`src/sv/sdf_pkg.sv`:
```
// ----------------------------------------------------------------------------
// sdf_pkg
// Shared types, constants and the microcode table of the segment duplicate
// filter.
// ----------------------------------------------------------------------------
`default_nettype none

package sdf_pkg;

  // Fixed field widths of the register and the result.
  localparam int unsigned THR_W       = 14;
  localparam int unsigned CNT_OUT_W   = 9;
  localparam logic [THR_W-1:0] THR_RESET = 14'd50;

  // Microcode step address.
  typedef logic [1:0] step_t;

  // Jump conditions. A true condition loads the target, otherwise the
  // step counter advances by one.
  typedef enum logic [1:0] {
    COND_ALWAYS    = 2'd0,
    COND_NO_INPUT  = 2'd1,
    COND_SCAN_BUSY = 2'd2,
    COND_OUT_BUSY  = 2'd3
  } cond_t;

  // One control word of the program.
  typedef struct packed {
    logic  take;
    logic  scan;
    logic  commit;
    cond_t cond;
    step_t target;
  } cword_t;

  // Strobes from the sequencer to the datapath.
  typedef struct packed {
    logic load;
    logic scan;
    logic commit;
  } sdf_ctl_t;

  // Status from the datapath back to the sequencer.
  typedef struct packed {
    logic scan_busy;
    logic out_busy;
  } sdf_stat_t;

  // Program steps.
  localparam step_t STEP_WAIT   = 2'd0;
  localparam step_t STEP_SCAN   = 2'd1;
  localparam step_t STEP_HOLD   = 2'd2;
  localparam step_t STEP_COMMIT = 2'd3;

  // Microcode table: wait for a request, scan the table, wait for the
  // result register to free up, then commit and go back to waiting.
  function automatic cword_t sdf_rom(input step_t step);
    cword_t cw;
    cw = '0;
    unique case (step)
      STEP_WAIT: begin
        cw.take   = 1'b1;
        cw.cond   = COND_NO_INPUT;
        cw.target = STEP_WAIT;
      end
      STEP_SCAN: begin
        cw.scan   = 1'b1;
        cw.cond   = COND_SCAN_BUSY;
        cw.target = STEP_SCAN;
      end
      STEP_HOLD: begin
        cw.cond   = COND_OUT_BUSY;
        cw.target = STEP_HOLD;
      end
      STEP_COMMIT: begin
        cw.commit = 1'b1;
        cw.cond   = COND_ALWAYS;
        cw.target = STEP_WAIT;
      end
      default: begin
        cw.cond   = COND_ALWAYS;
        cw.target = STEP_WAIT;
      end
    endcase
    return cw;
  endfunction

endpackage

`default_nettype wire

```
`src/sv/sdf_seq.sv`:
```
// ----------------------------------------------------------------------------
// sdf_seq
// Microcode sequencer: step counter, control table lookup and conditional
// jumps.
// ----------------------------------------------------------------------------
`default_nettype none

module sdf_seq (
  input  wire               clk,
  input  wire               rst_n,
  input  wire               in_valid,
  output logic              in_stall,
  input  sdf_pkg::sdf_stat_t stat,
  output sdf_pkg::sdf_ctl_t  ctl
);
  import sdf_pkg::*;

  step_t  upc_r;
  step_t  upc_nxt;
  cword_t cw;
  logic   jump;

  // Fetch the control word of the current step.
  assign cw = sdf_rom(upc_r);

  // Evaluate the jump condition.
  always_comb begin
    unique case (cw.cond)
      COND_ALWAYS:    jump = 1'b1;
      COND_NO_INPUT:  jump = !in_valid;
      COND_SCAN_BUSY: jump = stat.scan_busy;
      COND_OUT_BUSY:  jump = stat.out_busy;
      default:        jump = 1'b1;
    endcase
    upc_nxt = jump ? cw.target : step_t'(upc_r + 1'b1);
  end

  // Step counter.
  always_ff @(posedge clk) begin
    if (!rst_n) begin
      upc_r <= STEP_WAIT;
    end else begin
      upc_r <= upc_nxt;
    end
  end

  // Strobes to the datapath and the input handshake.
  assign in_stall   = !cw.take;
  assign ctl.load   = cw.take && in_valid;
  assign ctl.scan   = cw.scan;
  assign ctl.commit = cw.commit;

endmodule

`default_nettype wire

```
`config.mk`:
```
export PLATFORM = sky130hd
export DESIGN_NAME = sdf_seq
export DESIGN_NICKNAME = d
export VERILOG_FILES = /design/src/sv/sdf_pkg.sv /design/src/sv/sdf_seq.sv
export SDC_FILE = /design/constraint.sdc
export NUM_CORES = 1
export LEC_CHECK = 0
export BUFFER_PORTS_ARGS = -buffer_cell sky130_fd_sc_hd__buf_2
export CAP_MARGIN = 30
export CORE_AREA = 8 8 45 47
export CTS_BUF_LIST = sky130_fd_sc_hd__clkbuf_8
export CTS_CLUSTER_SIZE = 20
export DETAILED_ROUTE_END_ITERATION = 10
export DIE_AREA = 0 0 53 55
export GPL_TIMING_DRIVEN = 1
export PLACE_DENSITY = 0.37
export SLEW_MARGIN = 20
export SYNTH_ARGS = -nofsm -noshare
export SYNTH_HDL_FRONTEND = slang
export SYNTH_SLANG_ARGS = --single-unit
```
`constraint.sdc`:
```
create_clock -name clk -period 3.1 [get_ports clk]
set_clock_uncertainty 0.2 [all_clocks]
set_input_delay 0.465 -clock clk [delete_from_list [all_inputs] [get_ports clk]]
set_output_delay 0.465 -clock clk [all_outputs]
set_load 0.05 [all_outputs]
```
# [Word level (Yosys, flattened, before mapping)]
# Index checks and enable logic that the tools add are counted.
[totals] ff_bits=2 in_bits=5 out_inout_bits=4 word_cells=19
[op_classes] n_addsub=1 n_eq_ne=6 muxes=6 n_reduce_logical=5
[op_table] op="$pmux 4 s4" n=1
[op_table] op="$eq 2x2->1 const B" n=4
[op_table] op="$eq 2x1->1 const B" n=2
[op_table] op="$logic_not 2->1" n=2
[op_table] op="$pmux 1 s4" n=1
[op_table] op="$mux 1" n=3
[op_table] op="$add 2x1->2 const B" n=1
[op_table] op="$logic_not 1->1" n=2
[op_table] op="$mux 2" n=1
[op_table] op="$logic_and 1x1->1" n=1

# [Depth between registers and ports, before layout]
[logic_depth] depth_word=5 mapped_depth=5 ltp_nobuf=5

# [Least setup slack after synthesis]
# OpenSTA, ideal clock, no wires.
[synth_path] path_type="reg2out" from="register upc_r[0]" to="output port ctl[2] (netlist bit)" arrival_ns=1.545 t_required_ns=2.435 setup_slack_ns=0.890 path_stages_with_launch=5 path_buffers=0 cell_sequence="dfxtp_1 inv_1 ha_1 inv_1 nor2_1"
[synth_lines] element="start: declaration" line="sdf_seq.sv:18" text="step_t upc_r;"
[synth_lines] element="start signal: assignment" line="sdf_seq.sv:43" text="upc_r <= upc_nxt;"
[synth_lines] element="end: declaration" line="sdf_seq.sv:14" text="output sdf_pkg::sdf_ctl_t ctl"

==> metrics.md <==
| Metric | Value |
|---|---|
| Outcome | `finished, final reports clean` |
| Row count | `14` |
| Reg with most FFs | `upc_r` |
| Initial antenna violation count | `0` |
| RSZ-0062 raised after global routing | `false` |
| Worst setup SP type | `register` |
| Cell taking the most area after synthesis | `ha_1` |
| CTS buffer count | `3` |
| DR WL/cell | `9.340 um` |
| Syn avg cell area | `9.901 um2` |
| Final worst path period share | `0.6293` |
| CP endpoint kind | `primary output` |
| Area of the multi-input gates | `172.7 um2` |
| Post-synthesis sequential element count | `2` |
| Leak | `0.0001901 uW` |
| Synthesized Nets | `36` |
| Vias | `179` |
| Initial DRC count | `3` |
| Clock power frac | `0.270` |
| Required time worst endpoint | `2.43 ns` |
| Logic pwr share | `0.590` |
| DP HPWL | `385.4 um` |
| Final setup fails | `0` |
| Hold path endpoint | `upc_r[0]$_SDFF_PN0_` |
| Register area | `40.04 um2` |
| Vias in the first global route | `185` |
| Post-DR vias/cell | `3.580` |
| Hold_buf cts | `0` |
| Slowest CP cell | `dfxtp_1` |
| Pin count of the biggest net entering global routing | `6` |
| Max Fanout on Critical Path | `5` |
| Top Registers | `upc_r: 2 flops` |
| RR Endpoint | `upc_r[1]$_SDFF_PN0_` |
| CP cell instances | `inv_1 -> ha_1 -> inv_1 -> nor2_1 -> buf_2` |
| Core Area | `0.001384 mm2` |
| Chip Height | `55 um` |
| Final #Nets | `49` |
| Mapped Cells | `23` |
| Crit path kind | `reg -> out` |
| Clk_lat worst skew | `0.21 ns` |
| Commonest non-fill, non-tap cells in the layout | `ha_1 (8), buf_2 (8), inv_1 (4), nand2_1 (4), clkbuf_8 (3)` |
| Total Routed Length | `467 um` |
| Area Overhead vs Synth | `44.51%` |
| Boundary Pins | `9` |
| Antenna diodes | `0` |
| First-pass DRT Iterations | `2` |
| Pint | `191.3 uW` |
| Starting density of the core | `0.1646` |
| Reg clk slew, reported paths | `0.03 ns` |
| Max Freq | `512.6 MHz` |
| Max-cap violations | `0` |
| Global-route wire length before repair | `772 um` |
| Worst-Margin Slew | `0.2613 ns` |
| Ranking of synthesized cells by area | `ha_1 (44%), dfxtp_1 (18%), a221oi_4 (12%), mux2i_1 (8.8%), inv_1 (6.6%)` |
| Layout cell share with drive strength beyond 1 | `0.3529` |
| Slew headroom | `0.8258` |
| Crit-path max cell delay | `0.34 ns` |
| R2R depth | `5` |
| VDD IR max | `0.0003084 V` |
| Yosys top cell area share | `0.4396` |
| Post-route insts no fill | `50` |
| Hold Path Origin | `rst_n` |
| Post_cts resized | `0` |
| Post-synthesis sequential area ratio | `0.1758` |
| Max-slew violations | `0` |
| Power per Cell Area | `1146 mW/mm2` |
| Clock sink count | `2` |
| Overall routing resource usage | `0.03873` |
| DRC Markers | `0` |
| Die ar. | `0.002915 mm2` |
| Grt ovf | `0` |
| Critical Path AT | `1.29 ns` |
| DRT antenna net count | `0` |
| R2r startpoint | `upc_r[0]$_SDFF_PN0_` |
| Post-Synthesis Cell Area | `227.7 um2` |
| Flop2flop setup slack | `1.41 ns` |
| Min Tclk post-route | `1.951 ns` |
| TNS Setup | `0 ns` |
| Placed insts | `47` |
| CTS tree | `yes` |
| Max Root-Sink Buffers | `2` |
| Most common cell on crit path | `inv_1` |
| CTS root buffer | `clkbuf_8` |
| Max H-tree Level | `1` |
| Max reg flops | `2` |
| Count of input and output buffers | `8` |
| Fin. Hold Viols | `0` |
| Min-delay worst type | `in -> reg` |
| Final RePlAce weighted congestion | `0.6791` |
| DIE WIDTH | `53 um` |
| Ys Warns | `0` |
| Post-synth cell types | `8` |
| Share of power burned in registers | `0.140` |
| Sw Share | `0.4927` |
| Hold depth | `3` |
| Net switching power | `185.9 uW` |
| # Post-CTS Setup Buffers | `0` |
| Fillers | `164` |
-- synthesized netlist by cell type --
cell type / number
dfxtp_1: 2
a21o_1: 1
nor2_1: 1
inv_1: 4
nand2_1: 4
mux2i_1: 2
ha_1: 8
a221oi_4: 1
-- critical path: cells and delay by family, from the launching register on --
family / cells / cell delay (ns)
adder cells (fa/ha/maj): 1 / 0.17
AND/OR/NAND/NOR: 1 / 0.08
buffers and inverters: 3 / 0.47
flip-flops: 1 / 0.34
-- worst max-delay path by stage --
stage	from	endpoint	depth (start not counted)
after floorplan	upc_r[0]$_SDFF_PN0_	ctl[2]	4
after global placement	upc_r[0]$_SDFF_PN0_	in_stall	4
after detailed placement	upc_r[0]$_SDFF_PN0_	ctl[2]	5
after CTS	upc_r[0]$_SDFF_PN0_	ctl[2]	5
after global routing	upc_r[0]$_SDFF_PN0_	in_stall	4
final	upc_r[0]$_SDFF_PN0_	ctl[2]	5
-- power by group through the flow --
| stage | Combinational (uW) | Clock (uW) | Sequential, uW |
|---|---|---|---|
| finish | 223 | 102 | 52.9 |
| floorplan | 188 | 0 | 50.4 |
| global route | 244 | 107 | 56.3 |
| detailed placement | 228 | 0 | 54.0 |
| CTS | 228 | 106 | 53.6 |
| global placement | 226 | 0 | 54.8 |
-- metrics by stage --
stage / cell area (um2) / hold slack, ns / setup slack (ns) / util / power (uW)
floorplan: 227.7 / 0.4071 / 0.8905 / - / 238.6
global placement: 287.8 / 0.5027 / 1.358 / 0.2080 / 280.7
detailed placement: 287.8 / 0.5148 / 1.349 / 0.2080 / 281.5
CTS: 329.1 / 0.3365 / 1.120 / 0.2378 / 387.7
global route: 329.1 / 0.3659 / 1.068 / 0.2378 / 408.0
finish: 329.1 / 0.3372 / 1.149 / 0.2378 / 377.2
-- routing by layer --
| layer | routed length [um] | share of wire | track usage | vias up |
|---|---|---|---|---|
| met5 | 0 | 0 | 0 | - |
| li1 | - | - | - | 95 |
| met1 | 181 | 0.39 | 0.03480 | 74 |
| met3 | 66 | 0.14 | 0.02139 | 2 |
| met2 | 200 | 0.43 | 0.05469 | 8 |
| met4 | 19 | 0.041 | 0.05172 | 0 |
-- cell families (layout without fill, tap and decap cells) --
family / count (synthesis) / in the layout / synth area share
compound gates: 2 / 2 / 0.1484
buf+inv: 4 / 15 / 0.06591
flops: 2 / 2 / 0.1758
mux: 2 / 2 / 0.08792
simple gates: 5 / 5 / 0.08238
fa+ha+maj: 8 / 8 / 0.4396
-- cell type report --
class,instances,share of cell area
flip-flops and latches,2,0.1217
well taps,16,0.06084
multi-input cells,17,0.5247
repair buffers,8,0.1217
inverters,4,0.04563
clock buffers,3,0.1255
(Power assumes the default switching activity.)
